File: config.mk
export PLATFORM = sky130hd
export DESIGN_NAME = hover_press_ease_slot_table
export DESIGN_NICKNAME = d
export VERILOG_FILES = /design/src/hdl/hpest_pkg.sv /design/src/hdl/hover_press_ease_slot_table.sv
export SDC_FILE = /design/constraint.sdc
export NUM_CORES = 2
export LEC_CHECK = 0
export BUFFER_PORTS_ARGS = -buffer_cell sky130_fd_sc_hd__buf_2
export CORE_ASPECT_RATIO = 2
export CORE_MARGIN = 2
export CORE_UTILIZATION = 45
export DETAILED_ROUTE_END_ITERATION = 8
export PLACE_DENSITY = 0.61
export SETUP_SLACK_MARGIN = 0.3
export SLEW_MARGIN = 40
export SYNTH_ARGS = -nofsm -noshare
export SYNTH_HDL_FRONTEND = slang
export SYNTH_SLANG_ARGS = --single-unit
File: constraint.sdc
create_clock -name clock -period 11.3 [get_ports clock]
set_clock_uncertainty 0.05 [all_clocks]
set_input_delay 0 -clock clock [delete_from_list [all_inputs] [get_ports clock]]
set_output_delay 0 -clock clock [all_outputs]
set_load 0.05 [all_outputs]
File: src/hdl/hpest_pkg.sv
// Shared types, constants and helper functions for the hover/press slot table.
`timescale 1ns / 1ps

package hpest_pkg;

   localparam logic [15:0]        LEVEL_ONE = 16'h8000;
   localparam logic signed [16:0] MATCH_TOL = 17'sd8;

   typedef enum logic [2:0] {
      CSR_FRAME_TIME  = 3'd0,
      CSR_MOTION_ON   = 3'd1,
      CSR_HOVER_UP    = 3'd2,
      CSR_HOVER_DOWN  = 3'd3,
      CSR_PRESS_UP    = 3'd4,
      CSR_PRESS_DOWN  = 3'd5
   } csr_idx_type;

   typedef struct packed {
      logic signed [15:0] h;
      logic signed [15:0] w;
      logic signed [15:0] y;
      logic signed [15:0] x;
   } box_type;

   typedef struct packed {
      box_type     box;
      logic [15:0] hover;
      logic [15:0] press;
      logic [31:0] hover_time;
      logic        hover_mark;
      logic        hold_mark;
      logic        press_armed;
   } slot_type;

   typedef struct packed {
      logic               func;
      box_type            box;
      logic signed [15:0] px;
      logic signed [15:0] py;
      logic               held;
      logic               went;
   } query_type;

   function automatic logic coord_near(input logic signed [15:0] a,
                                       input logic signed [15:0] b);
      logic signed [16:0] d;
      d = {a[15], a} - {b[15], b};
      return (d > -MATCH_TOL) && (d < MATCH_TOL);
   endfunction

   function automatic logic box_match(input box_type a, input box_type b);
      return coord_near(a.x, b.x) && coord_near(a.y, b.y) &&
             coord_near(a.w, b.w) && coord_near(a.h, b.h);
   endfunction

   function automatic logic [15:0] ease_level(input logic [15:0] v,
                                              input logic        up,
                                              input logic        motion,
                                              input logic [15:0] rise,
                                              input logic [15:0] fall);
      logic [16:0] sum;
      logic [15:0] res;
      sum = {1'b0, v} + {1'b0, rise};
      if (!motion) begin
         res = up ? LEVEL_ONE : 16'd0;
      end else if (up) begin
         res = (sum > {1'b0, LEVEL_ONE}) ? LEVEL_ONE : sum[15:0];
      end else begin
         res = (fall >= v) ? 16'd0 : (v - fall);
      end
      return res;
   endfunction

endpackage

File: src/hdl/hover_press_ease_slot_table.sv
// Hover/press slot table: rectangle tracking, eviction, per-frame easing and CSRs.
`timescale 1ns / 1ps

// A table of SLOTS entries tracks control rectangles that match within seven
// units per coordinate. A query word (func 1) finds or allocates the entry of
// its rectangle when the pointer is inside, marks hover, hold and press, and
// returns one result word with hover level, press level and hover time; a
// pointer outside only looks the entry up. A tick word (func 0) eases every
// live entry, accumulates hover time, frees faded entries and returns no
// word. One slot is visited per cycle through a single slot read port and a
// shared match/ease unit: a query runs an inside test, a scan of all slots
// and an update that loads the result register, and waits in the update only
// while a previous result is still stalled; a tick visits every slot once.
// req_stall is high for the whole time a word is in work. The CSRs must be
// written only while the block is idle; the block does not enforce this.
module hover_press_ease_slot_table
   import hpest_pkg::*;
#(
   parameter int SLOTS = 8
) (
   input  logic               clock,
   input  logic               reset,
   input  logic               req_valid,
   output logic               req_stall,
   input  logic               req_func,
   input  logic signed [15:0] req_box_x,
   input  logic signed [15:0] req_box_y,
   input  logic signed [15:0] req_box_w,
   input  logic signed [15:0] req_box_h,
   input  logic signed [15:0] req_pointer_x,
   input  logic signed [15:0] req_pointer_y,
   input  logic               req_button_held,
   input  logic               req_button_went_down,
   output logic               rsp_valid,
   input  logic               rsp_stall,
   output logic [15:0]        rsp_hover_level,
   output logic [15:0]        rsp_press_level,
   output logic [31:0]        rsp_hover_time,
   input  logic               psel,
   input  logic               penable,
   input  logic               pwrite,
   input  logic [4:0]         paddr,
   input  logic [31:0]        pwdata,
   output logic [31:0]        prdata,
   output logic               pready
);

   localparam int IDX_W = $clog2(SLOTS);
   localparam logic [IDX_W-1:0] LAST_IDX = IDX_W'(SLOTS - 1);

   typedef enum logic [2:0] {
      ST_IDLE,
      ST_CHECK,
      ST_SCAN,
      ST_APPLY,
      ST_TICK
   } state_type;

   logic [15:0] frame_time_ff;
   logic        motion_on_ff;
   logic [15:0] hover_up_ff;
   logic [15:0] hover_down_ff;
   logic [15:0] press_up_ff;
   logic [15:0] press_down_ff;
   logic        csr_wr;

   state_type        state_ff, state_in;
   logic [IDX_W-1:0] scan_idx_ff, scan_idx_in;
   query_type        q_ff, q_in;
   logic             inside_ff, inside_in;
   logic             found_ff, found_in;
   logic [IDX_W-1:0] match_idx_ff, match_idx_in;
   logic             free_found_ff, free_found_in;
   logic [IDX_W-1:0] free_idx_ff, free_idx_in;
   logic [IDX_W-1:0] best_idx_ff, best_idx_in;
   logic [15:0]      best_lvl_ff, best_lvl_in;
   logic             rsp_valid_ff, rsp_valid_in;
   logic [15:0]      rsp_hover_ff, rsp_hover_in;
   logic [15:0]      rsp_press_ff, rsp_press_in;
   logic [31:0]      rsp_time_ff, rsp_time_in;

   logic [SLOTS-1:0] valid_ff;
   slot_type         entry_ff [SLOTS];

   logic [IDX_W-1:0] apply_idx;
   logic [IDX_W-1:0] rd_idx;
   slot_type         rd_entry;
   logic [15:0]      rd_lvl;
   logic             wr_en;
   logic [IDX_W-1:0] wr_idx;
   slot_type         wr_entry;
   logic             wr_valid;

   logic signed [16:0] x_end;
   logic signed [16:0] y_end;
   logic [32:0]        time_sum;
   slot_type           upd;
   logic               dipped;

   // CSR port
   assign pready = 1'b1;
   assign csr_wr = psel && penable && pwrite;

   always_ff @(posedge clock) begin
      if (reset) begin
         frame_time_ff <= '0;
         motion_on_ff  <= 1'b1;
         hover_up_ff   <= '0;
         hover_down_ff <= '0;
         press_up_ff   <= '0;
         press_down_ff <= '0;
      end else if (csr_wr) begin
         case (csr_idx_type'(paddr[4:2]))
            CSR_FRAME_TIME: frame_time_ff <= pwdata[15:0];
            CSR_MOTION_ON:  motion_on_ff  <= pwdata[0];
            CSR_HOVER_UP:   hover_up_ff   <= pwdata[15:0];
            CSR_HOVER_DOWN: hover_down_ff <= pwdata[15:0];
            CSR_PRESS_UP:   press_up_ff   <= pwdata[15:0];
            CSR_PRESS_DOWN: press_down_ff <= pwdata[15:0];
            default: begin
            end
         endcase
      end
   end

   always_comb begin
      case (csr_idx_type'(paddr[4:2]))
         CSR_FRAME_TIME: prdata = {16'd0, frame_time_ff};
         CSR_MOTION_ON:  prdata = {31'd0, motion_on_ff};
         CSR_HOVER_UP:   prdata = {16'd0, hover_up_ff};
         CSR_HOVER_DOWN: prdata = {16'd0, hover_down_ff};
         CSR_PRESS_UP:   prdata = {16'd0, press_up_ff};
         CSR_PRESS_DOWN: prdata = {16'd0, press_down_ff};
         default:        prdata = '0;
      endcase
   end

   // Slot read port
   assign apply_idx = found_ff ? match_idx_ff : (free_found_ff ? free_idx_ff : best_idx_ff);
   assign rd_idx    = (state_ff == ST_APPLY) ? apply_idx : scan_idx_ff;
   assign rd_entry  = entry_ff[rd_idx];
   assign rd_lvl    = (rd_entry.hover > rd_entry.press) ? rd_entry.hover : rd_entry.press;

   assign req_stall       = (state_ff != ST_IDLE);
   assign rsp_valid       = rsp_valid_ff;
   assign rsp_hover_level = rsp_hover_ff;
   assign rsp_press_level = rsp_press_ff;
   assign rsp_hover_time  = rsp_time_ff;

   assign x_end    = {q_ff.box.x[15], q_ff.box.x} + {q_ff.box.w[15], q_ff.box.w};
   assign y_end    = {q_ff.box.y[15], q_ff.box.y} + {q_ff.box.h[15], q_ff.box.h};
   assign time_sum = {1'b0, rd_entry.hover_time} + {17'd0, frame_time_ff};
   assign dipped   = rd_entry.press_armed && rd_entry.hold_mark && rd_entry.hover_mark;

   always_comb begin
      state_in      = state_ff;
      scan_idx_in   = scan_idx_ff;
      q_in          = q_ff;
      inside_in     = inside_ff;
      found_in      = found_ff;
      match_idx_in  = match_idx_ff;
      free_found_in = free_found_ff;
      free_idx_in   = free_idx_ff;
      best_idx_in   = best_idx_ff;
      best_lvl_in   = best_lvl_ff;
      rsp_valid_in  = rsp_valid_ff && rsp_stall;
      rsp_hover_in  = rsp_hover_ff;
      rsp_press_in  = rsp_press_ff;
      rsp_time_in   = rsp_time_ff;
      wr_en         = 1'b0;
      wr_idx        = scan_idx_ff;
      wr_valid      = 1'b1;
      upd           = rd_entry;

      case (state_ff)
         ST_IDLE: begin
            if (req_valid) begin
               q_in.func   = req_func;
               q_in.box.x  = req_box_x;
               q_in.box.y  = req_box_y;
               q_in.box.w  = req_box_w;
               q_in.box.h  = req_box_h;
               q_in.px     = req_pointer_x;
               q_in.py     = req_pointer_y;
               q_in.held   = req_button_held;
               q_in.went   = req_button_went_down;
               scan_idx_in = '0;
               state_in    = req_func ? ST_CHECK : ST_TICK;
            end
         end
         ST_CHECK: begin
            inside_in = (q_ff.px >= q_ff.box.x) &&
                        ($signed({q_ff.px[15], q_ff.px}) < x_end) &&
                        (q_ff.py >= q_ff.box.y) &&
                        ($signed({q_ff.py[15], q_ff.py}) < y_end);
            found_in      = 1'b0;
            free_found_in = 1'b0;
            state_in      = ST_SCAN;
         end
         ST_SCAN: begin
            if (valid_ff[scan_idx_ff] && !found_ff && box_match(rd_entry.box, q_ff.box)) begin
               found_in     = 1'b1;
               match_idx_in = scan_idx_ff;
            end
            if (!valid_ff[scan_idx_ff] && !free_found_ff) begin
               free_found_in = 1'b1;
               free_idx_in   = scan_idx_ff;
            end
            if ((scan_idx_ff == '0) || (rd_lvl < best_lvl_ff)) begin
               best_idx_in = scan_idx_ff;
               best_lvl_in = rd_lvl;
            end
            if (scan_idx_ff == LAST_IDX) begin
               state_in = ST_APPLY;
            end else begin
               scan_idx_in = scan_idx_ff + 1'b1;
            end
         end
         ST_APPLY: begin
            if (!rsp_valid_ff || !rsp_stall) begin
               state_in     = ST_IDLE;
               rsp_valid_in = 1'b1;
               if (inside_ff) begin
                  if (!found_ff) begin
                     upd     = '0;
                     upd.box = q_ff.box;
                  end
                  upd.hover_mark = 1'b1;
                  upd.hold_mark  = upd.hold_mark | q_ff.held;
                  if (q_ff.went) begin
                     upd.press_armed = 1'b1;
                     upd.press       = '0;
                  end
                  if (!motion_on_ff) begin
                     upd.hover = LEVEL_ONE;
                     upd.press = (upd.press_armed && q_ff.held) ? LEVEL_ONE : 16'd0;
                  end
                  wr_en        = 1'b1;
                  wr_idx       = apply_idx;
                  rsp_hover_in = upd.hover;
                  rsp_press_in = upd.press;
                  rsp_time_in  = upd.hover_time;
               end else if (motion_on_ff && found_ff) begin
                  rsp_hover_in = rd_entry.hover;
                  rsp_press_in = rd_entry.press;
                  rsp_time_in  = '0;
               end else begin
                  rsp_hover_in = '0;
                  rsp_press_in = '0;
                  rsp_time_in  = '0;
               end
            end
         end
         ST_TICK: begin
            upd.hover = ease_level(rd_entry.hover, rd_entry.hover_mark, motion_on_ff,
                                   hover_up_ff, hover_down_ff);
            if (rd_entry.hover_mark) begin
               upd.hover_time = time_sum[32] ? 32'hFFFF_FFFF : time_sum[31:0];
            end else begin
               upd.hover_time = '0;
            end
            upd.press = ease_level(rd_entry.press, dipped, motion_on_ff,
                                   press_up_ff, press_down_ff);
            upd.press_armed = rd_entry.press_armed && rd_entry.hold_mark;
            upd.hover_mark  = 1'b0;
            upd.hold_mark   = 1'b0;
            wr_en    = valid_ff[scan_idx_ff];
            wr_valid = rd_entry.hover_mark || (upd.hover != '0) || (upd.press != '0);
            if (scan_idx_ff == LAST_IDX) begin
               state_in = ST_IDLE;
            end else begin
               scan_idx_in = scan_idx_ff + 1'b1;
            end
         end
         default: begin
            state_in = ST_IDLE;
         end
      endcase
   end

   assign wr_entry = upd;

   always_ff @(posedge clock) begin
      if (reset) begin
         state_ff     <= ST_IDLE;
         rsp_valid_ff <= 1'b0;
      end else begin
         state_ff     <= state_in;
         rsp_valid_ff <= rsp_valid_in;
      end
      scan_idx_ff   <= scan_idx_in;
      q_ff          <= q_in;
      inside_ff     <= inside_in;
      found_ff      <= found_in;
      match_idx_ff  <= match_idx_in;
      free_found_ff <= free_found_in;
      free_idx_ff   <= free_idx_in;
      best_idx_ff   <= best_idx_in;
      best_lvl_ff   <= best_lvl_in;
      rsp_hover_ff  <= rsp_hover_in;
      rsp_press_ff  <= rsp_press_in;
      rsp_time_ff   <= rsp_time_in;
   end

   always_ff @(posedge clock) begin
      if (reset) begin
         valid_ff <= '0;
      end else if (wr_en) begin
         valid_ff[wr_idx] <= wr_valid;
      end
   end

   always_ff @(posedge clock) begin
      if (wr_en) begin
         entry_ff[wr_idx] <= wr_entry;
      end
   end

`ifndef ASSERT_OFF
   a_result_from_update: assert property (@(posedge clock) disable iff (reset)
      $rose(rsp_valid_ff) |-> $past(state_ff == ST_APPLY))
      else $error("result word raised outside the update step");

   a_write_sets_valid: assert property (@(posedge clock) disable iff (reset)
      (wr_en && wr_valid) |=> valid_ff[$past(wr_idx)])
      else $error("written slot not marked live");

   a_scan_order: assert property (@(posedge clock) disable iff (reset)
      (state_ff == ST_SCAN) |=> (state_ff == ST_SCAN || state_ff == ST_APPLY))
      else $error("scan left without update");

   a_accept_busy: assert property (@(posedge clock) disable iff (reset)
      (req_valid && !req_stall) |=> req_stall)
      else $error("second word accepted while busy");
`endif

endmodule

; ---- Word-level counts from Yosys, hierarchy flattened
; Memories as Yosys holds them, arrays and structs flattened.
; Cells that the tools add are included.
[word_totals]
ff_bits = 286
latchBits = 0
mem_bits_rw = 1048
romBits = 0
input_bits = 143
output_inout_bits = 99
word_cells = 201
n_memories = 1
[classes]
add_sub_neg = 12
multipliers = 0
div_mod_pow = 0
order_cmp = 21
n_eq_ne = 17
shifts = 0
muxes = 67
bitwise_logic = 1
reduce_logical = 54
[memory_table]
columns = name, depth, word_bits, rd, rd_clocked_by_memory_dff, write_ports, line_no
row1 = entry_ff, 8, 131, 1, 0, 1, hover_press_ease_slot_table.sv:83  ; slot_type entry_ff [SLOTS];
[op_table]
columns = op, n
row1 = $mux 131, 6
row2 = $mux 16, 19
row3 = $pmux 67 s2, 1
row4 = $mux 32, 3
row5 = $pmux 16 s6, 1
row6 = $add 16x16->17, 4
row7 = $gt 17x4->1 const B, 4
row8 = $lt 17x5->1 const B, 4
row9 = $sub 16x16->17, 4
row10 = $ge 16x16->1, 4
row11 = $mux 64, 1
row12 = $mux 3, 13
row13 = $gt 17x16->1 const B, 2
row14 = $lt 16x17->1, 2
row15 = $add 32x16->33, 1
row16 = $reduce_bool 16->1, 2
row17 = $sub 16x16->16, 2
row18 = $reduce_and 2->1, 13
row19 = $logic_and 1x1->1, 21
row20 = $gt 16x16->1, 1
row21 = $lt 16x16->1, 1
row22 = $mux 1, 15
row23 = $pmux 3 s5, 1
row24 = $eq 3x2->1 const B, 4
row25 = other kinds (21), 43

; ---- Logic depth before layout (Yosys ltp)
; An unclocked memory read counts as a cell.
[logic_depth]
word_depth = 18
depth_mapped = 31
mapped_depth_nobuf = 23

; ---- Least setup slack after synthesis
; OpenSTA, ideal clock, no wires.
[synth_timing]
kind = register to register
start = register state_ff[0]
end = register valid_ff[2]
setup_time_ns = 0.575
t_arrival_ns = 11.414
required_time_ns = 10.675
slack_ns = -0.739
stages_incl_launch_ff = 10
n_path_buf = 3
period_less_slack_ns = 12.039
cell_sequence = dfxtp_1 > buf_4 > and3b_1 > buf_4 > buf_2 > nand3_1 > nor3_1 > a21oi_1 > nor3b_1 > a211oi_1
[synth_between]
elab_chain_cells = 14
word_cells_on_any_way = 39
classes_between = add/sub: 4 / order compare: 6 / eq/ne: 2 / mux: 19 / reduce/logical: 7 / memory: 1
[synth_rtl]
columns = item, line_no
row1 = start: declaration, hover_press_ease_slot_table.sv:67  ; state_type state_ff, state_in;
row2 = start signal: assignment, hover_press_ease_slot_table.sv:288  ; state_ff <= state_in;
row3 = $eq 3x2->1, "hover_press_ease_slot_table.sv:140, hover_press_ease_slot_table.sv:175"
row4 = $mux 3, hover_press_ease_slot_table.sv:140  ; assign rd_idx = (state_ff == ST_APPLY) ? apply_idx : scan_idx_ff;
row5 = $mem_v2 8x131, --
row6 = $add 16x16->17, hpest_pkg.sv:63  ; sum = {1'b0, v} + {1'b0, rise};
row7 = $gt 17x16->1, hpest_pkg.sv:67  ; res = (sum > {1'b0, LEVEL_ONE}) ? LEVEL_ONE : sum[15:0];
row8 = $mux 16, hpest_pkg.sv:67
row9 = $mux 16, hpest_pkg.sv:66  ; end else if (up) begin
row10 = $mux 16, hpest_pkg.sv:64  ; if (!motion) begin
row11 = $mux 16, hover_press_ease_slot_table.sv:175  ; case (state_ff)
row12 = $reduce_bool 16->1, hover_press_ease_slot_table.sv:268  ; wr_valid = rd_entry.hover_mark || (upd.hover != '0) || (upd.press != '0);
row13 = $logic_or 1x1->1 (2 in series), hover_press_ease_slot_table.sv:268
row14 = $mux 1, hover_press_ease_slot_table.sv:175
row15 = $bwmux 8, hover_press_ease_slot_table.sv:309  ; valid_ff[wr_idx] <= wr_valid;
row16 = end signal: indexed assignment, hover_press_ease_slot_table.sv:309
row17 = end: declaration, hover_press_ease_slot_table.sv:82  ; logic [SLOTS-1:0] valid_ff;
; Several ways; a longest one is shown, not always the timed one. The select of a mux whose other input is x is not followed.
; A chain may end at the register's enable or synchronous reset.

; ---- Worst setup path in the final report
[layout_timing]
start = register state_ff[1]
end = register found_ff, enable pin
[layout_between]
elab_chain_cells = 12
word_cells_on_any_way = 28
classes_between = add/sub: 4 / order compare: 8 / eq/ne: 4 / mux: 1 / reduce/logical: 10 / memory: 1
[layout_rtl]
columns = item, line_no
row1 = $eq 3x2->1, hover_press_ease_slot_table.sv:140
row2 = $mux 3, hover_press_ease_slot_table.sv:140
row3 = $mem_v2 8x131, --
row4 = $sub 16x16->17, hpest_pkg.sv:47  ; d = {a[15], a} - {b[15], b};
row5 = $gt 17x4->1 / $lt 17x5->1 (equally long branches), hpest_pkg.sv:48  ; return (d > -MATCH_TOL) && (d < MATCH_TOL);
row6 = $logic_and 1x1->1, hpest_pkg.sv:48
row7 = $logic_and 1x1->1 (2 in series), hpest_pkg.sv:52  ; return coord_near(a.x, b.x) && coord_near(a.y, b.y) &&
row8 = $logic_and 1x1->1, hpest_pkg.sv:53  ; coord_near(a.w, b.w) && coord_near(a.h, b.h);
row9 = $logic_and 1x1->1, hover_press_ease_slot_table.sv:201  ; if (valid_ff[scan_idx_ff] && !found_ff && box_match(rd_entry.box, q_ff.box)) begin
row10 = $ne 2x2->1 (no line), --
row11 = $reduce_and 2->1 (no line) (*), --
row12 = end signal: assignment, hover_press_ease_slot_table.sv:294  ; found_ff <= found_in;
row13 = end: declaration, hover_press_ease_slot_table.sv:71  ; logic found_ff, found_in;
; Every way passes the cells marked *; elsewhere a longest branch is shown, timed or not.

==> reports/qor.txt <==
========================================================================================================
Max-cap violations                                                                                     0
Post-CTS clock slew at the launch and capture registers of the worst setup and hold paths        0.07 ns
Post-layout utilization of the core                                                                0.521
First-pass GRT wire length                                                                     287000 µm
Switching portion of total power                                                                   0.354
Tightest Hold Check Type                                                                    input port to register
Synthesis-stage register bit count                                                                  1334
Relative slew slack                                                                                0.378
Average size of a mapped cell                                                                   10.9 µm²
Number of distinct standard cells referenced by the synthesized netlist                              104
Highest fanout seen on the critical path                                                              77
Initial detailed-routing violation count                                                            3567
Gate Count Post-Synth                                                                               5966
Routed via count divided by cell count                                                              5.77
Critical hold path startpoint                                                                     pwrite
Bufs on Longest Clock Path                                                                             3
Worst hold path endpoint                                                                    frame_time_ff[9]
Most used cell along the critical path                                                      sky130_fd_sc_hd__buf_4
Final period util                                                                                  0.746
Effective utilization at floorplan                                                                 0.453
Hold Violations, Final                                                                                 0
Combinational share of power                                                                       0.352
Number of search-and-repair iterations in the first detailed-routing pass                              6
Max VDD drop                                                                                    0.151 mV
Htree depth                                                                                            3
Library cell with the largest summed area after synthesis                                   sky130_fd_sc_hd__edfxtp_1
Worst hold stages                                                                                      5
Final RePlAce weighted congestion                                                                  0.969
Floorplan Core Area                                                                           144000 µm²
Layout Nets                                                                                         6741
TritonCTS clock tree                                                                                done
Count of input and output buffers                                                                    206
Cts bufs inserted                                                                                    117
Number of design rule violations left after detail routing                                             0
FMAX                                                                                             119 MHz
Post-Synthesis Cell Area                                                                       65300 µm²
Post-synthesis to final-layout area growth                                                         14.8%
Fraction of final layout cells with drive strength greater than 1                                 0.0994
Initial antenna violation count                                                                        4
PD cells                                                                                      216 nW/µm²
Setup Fix Bufs, Post-CTS                                                                               0
Number of cells on the worst reg-to-reg path                                                          20
Count of cells resized by post-cts repair                                                              0
CP startpoint kind                                                                              register
Worst path setup slack after routing                                                             2.87 ns
Worst setup path class                                                                      register to register
DIE HEIGHT                                                                                        543 µm
Area share of the leading cell type in the synthesized netlist                                     0.571
Clock Root Buffer                                                                           sky130_fd_sc_hd__clkbuf_16
Data required time at the worst endpoint                                                        11.62 ns
Number of top-level pins                                                                             242
Worst reg2reg path endpoint                                                                     found_ff
Leakage dissipation                                                                              28.1 nW
Routed len/inst                                                                                  23.3 µm
Sequential group share of total power                                                              0.377
Run status                                                                                  complete, no violations
Die span in x                                                                                     273 µm
Sequential cell area fraction in the yosys report                                                  0.600
Post-detailed-route count of antenna-violating nets                                                    0
Delay of the slowest cell on the worst path                                                      0.77 ns
Int Power                                                                                        10.4 mW
Critical path buffer and inverter count                                                                3
Non-filler cells, final                                                                             8303
Minimum setup slack among reg-to-reg paths                                                       2.87 ns
HPWL after detailed placement                                                                  125000 µm
Type of element capturing the critical path                                                     register
Data arrival time of the worst path                                                              8.75 ns
Part of the total power dissipated in the clock network                                            0.270
Net Switching                                                                                    5.73 mW
Total congestion overflow after global routing                                                         0
Number of global-route vias before repair                                                          47400
RSZ-0062 raised after global routing                                                               false
Number of synthesis warnings                                                                           0
Count of clock tree sinks                                                                           1334
Start of the worst register-to-register path                                                 state_ff[1]
Area of the die                                                                               148000 µm²
EDFF count, synth                                                                                   1241
Cell type of the slowest stage on the worst timing path                                     sky130_fd_sc_hd__and3b_1
Setup WS pre-CTS                                                                                 2.84 ns
Transition time at the pin with the least slew margin                                           0.931 ns
Gate family responsible for the most delay along the worst path                             simple AND/OR/NAND/NOR gates
Max-slew violation count                                                                               0
Number of standard-cell rows in the floorplan                                                        197
Fraction of registers with async set/reset                                                             0
Primary flip-flop cell chosen by synthesis mapping                                          sky130_fd_sc_hd__edfxtp_1
Number of vias in the routed layout                                                                47900
Clock network latency to the later pin of the worst-skew pair                                    0.73 ns
Finish-stage setup viols                                                                               0
Pin count of the biggest net entering global routing                                                 174
# placed instances                                                                                  7852
Clock period minus final worst setup slack                                                       8.43 ns
Total routing usage reported by global routing                                                     0.257
Cell types occupying the most area after synthesis                                          sky130_fd_sc_hd__edfxtp_1, sky130_fd_sc_hd__nand2_1, sky130_fd_sc_hd__nand3_1
Total wirelength of the detailed-routed design                                                 193000 µm
Series of cell instances along the critical path                                            and3b_1 > o211ai_4 > nand2_8 > buf_4 > buf_4 > nand3_1 > a31oi_1 > ha_1 > inv_1 > fa_1 > a21o_1 > a311oi_1 > a2111oi_0 > o31ai_1 > nand2_1 > xor2_1 > or4_1 > nor4_1 > o221ai_1 > o21bai_1
========================================================================================================
worst min-delay path: stages:
cell,delay [ns]
sky130_fd_sc_hd__buf_2,0.08
sky130_fd_sc_hd__and3_1,0.24
sky130_fd_sc_hd__nand3b_1,0.25
sky130_fd_sc_hd__nand2_1,0.13
sky130_fd_sc_hd__a21oi_1,0.06
sequential cells by signal, summed over array words and instances (netlist names), 3 cells and up:
signal           count
best_idx_ff          3
best_lvl_ff         16
entry_ff          1048
frame_time_ff       16
free_idx_ff          3
hover_down_ff       16
hover_up_ff         16
match_idx_ff         3
press_down_ff       16
press_up_ff         16
q_ff                98
rsp_hover_level     16
rsp_hover_time      32
rsp_press_level     16
scan_idx_ff          3
state_ff             3
valid_ff             8
metal layers:
| metal | vias to the layer above | part of all wire | track usage |
|---|---|---|---|
| met4 | 2 | 0.074 | 0.173 |
| met5 | - | 0.000067 | 0 |
| met1 | 23400 | 0.36 | 0.280 |
| met3 | 503 | 0.050 | 0.0309 |
| li1 | 22400 | - | - |
| met2 | 1604 | 0.51 | 0.464 |
layout make-up:
type / count / area [µm²]
fillers: 12500 / 69000
flip-flops and latches: 1334 / 39100
multi-input cells: 4141 / 24400
repair buffers: 521 / 4130
clock buffers: 146 / 3180
well taps: 1890 / 2360
clock inverters: 73 / 991
inverters: 196 / 736
diodes: 2 / 5.00
worst max-delay path by stage:
stage                       end   startpoint  cells after the start
detailed placement     found_ff  state_ff[1]                     20
global placement       found_ff  state_ff[1]                     20
global route           found_ff  state_ff[1]                     20
finish                 found_ff  state_ff[1]                     20
CTS                    found_ff  state_ff[1]                     20
floorplan           valid_ff[2]  state_ff[0]                      9
cells in the mapped netlist (30+ instances only):
cell type and n:
sky130_fd_sc_hd__nand2_1 1426, sky130_fd_sc_hd__a21o_1 73, sky130_fd_sc_hd__a21oi_1 247, sky130_fd_sc_hd__xnor2_1 79, sky130_fd_sc_hd__nand4_1 30, sky130_fd_sc_hd__a22oi_1 36, sky130_fd_sc_hd__xor2_1 47, sky130_fd_sc_hd__o21ai_0 112
sky130_fd_sc_hd__mux2i_1 32, sky130_fd_sc_hd__nand2b_1 33, sky130_fd_sc_hd__a31oi_1 48, sky130_fd_sc_hd__mux2_2 66, sky130_fd_sc_hd__and3_1 73, sky130_fd_sc_hd__nor2b_1 55, sky130_fd_sc_hd__dfxtp_1 93, sky130_fd_sc_hd__ha_1 276
sky130_fd_sc_hd__nor3_1 64, sky130_fd_sc_hd__buf_2 34, sky130_fd_sc_hd__inv_1 196, sky130_fd_sc_hd__clkbuf_1 227, sky130_fd_sc_hd__a211oi_1 54, sky130_fd_sc_hd__edfxtp_1 1241, sky130_fd_sc_hd__nor2_1 183, sky130_fd_sc_hd__o21a_1 47
sky130_fd_sc_hd__nand3_1 731
kinds of logic (layout without fill, tap and decap cells):
group | count (synthesis) | after routing | synth area share
multiplexers | 102 | 102 | 0.0174
adder cells (fa/ha/maj) | 287 | 287 | 0.0563
flip-flops | 1334 | 1334 | 0.600
XOR/XNOR | 126 | 126 | 0.0169
AND/OR/NAND/NOR | 2733 | 2733 | 0.188
other | 2 | 19 | 0.000115
buffers and inverters | 506 | 936 | 0.0312
AO/OA/AOI/OAI | 876 | 876 | 0.0906
repair_timing:
action	4_1_cts	5_1_grt
endpoints found under the setup margin	0	0
hold endpoints to repair	191	0
hold buffers	229	0
power by group through the flow:
| stage | clock network, mW | logic [mW] | registers (mW) |
|---|---|---|---|
| CTS | 4.44 | 5.63 | 6.11 |
| global route | 4.60 | 6.24 | 6.11 |
| finish | 4.38 | 5.70 | 6.10 |
| detailed placement | 0 | 5.54 | 6.21 |
| global placement | 0 | 5.41 | 6.21 |
| floorplan | 0 | 3.86 | 6.18 |
cell usage in the layout, fill, tap and decap left out, types with 22 or more instances in the layout:
cell,n
sky130_fd_sc_hd__dfxtp_1,93
sky130_fd_sc_hd__a311oi_1,25
sky130_fd_sc_hd__edfxtp_1,1241
sky130_fd_sc_hd__buf_2,206
sky130_fd_sc_hd__dlygate4sd3_1,229
sky130_fd_sc_hd__mux2_2,66
sky130_fd_sc_hd__inv_1,196
sky130_fd_sc_hd__xnor2_1,79
sky130_fd_sc_hd__nor3_1,61
sky130_fd_sc_hd__a22oi_1,36
sky130_fd_sc_hd__nor2_1,178
sky130_fd_sc_hd__and3_1,73
sky130_fd_sc_hd__nor2b_1,53
sky130_fd_sc_hd__nand2_1,1426
sky130_fd_sc_hd__a211oi_1,54
sky130_fd_sc_hd__buf_4,64
sky130_fd_sc_hd__ha_1,276
sky130_fd_sc_hd__mux2i_1,31
sky130_fd_sc_hd__a21o_1,73
sky130_fd_sc_hd__nand3_1,731
sky130_fd_sc_hd__bufinv_16,23
sky130_fd_sc_hd__a21oi_1,245
sky130_fd_sc_hd__nand2b_1,33
sky130_fd_sc_hd__o21ai_0,96
sky130_fd_sc_hd__nor4_1,22
sky130_fd_sc_hd__o21a_1,47
sky130_fd_sc_hd__nand4_1,30
sky130_fd_sc_hd__clkbuf_16,121
sky130_fd_sc_hd__o211ai_1,28
sky130_fd_sc_hd__xor2_1,47
sky130_fd_sc_hd__a31oi_1,47
metrics by stage:
stage | instance area [µm²] | power (mW) | setup TNS, ns | hold slack, ns
after floorplan | 65300 | 10.0 | -212.53 | 0.0489
after global placement | 68300 | 11.6 | 0 | 0.126
after detailed placement | 68400 | 11.8 | 0 | 0.128
after CTS | 74900 | 16.2 | 0 | 0.0171
after global routing | 74900 | 16.9 | 0 | 0.0709
final | 74900 | 16.2 | 0 | 0.0415
No activity file was read; power rests on OpenSTA's default activity.
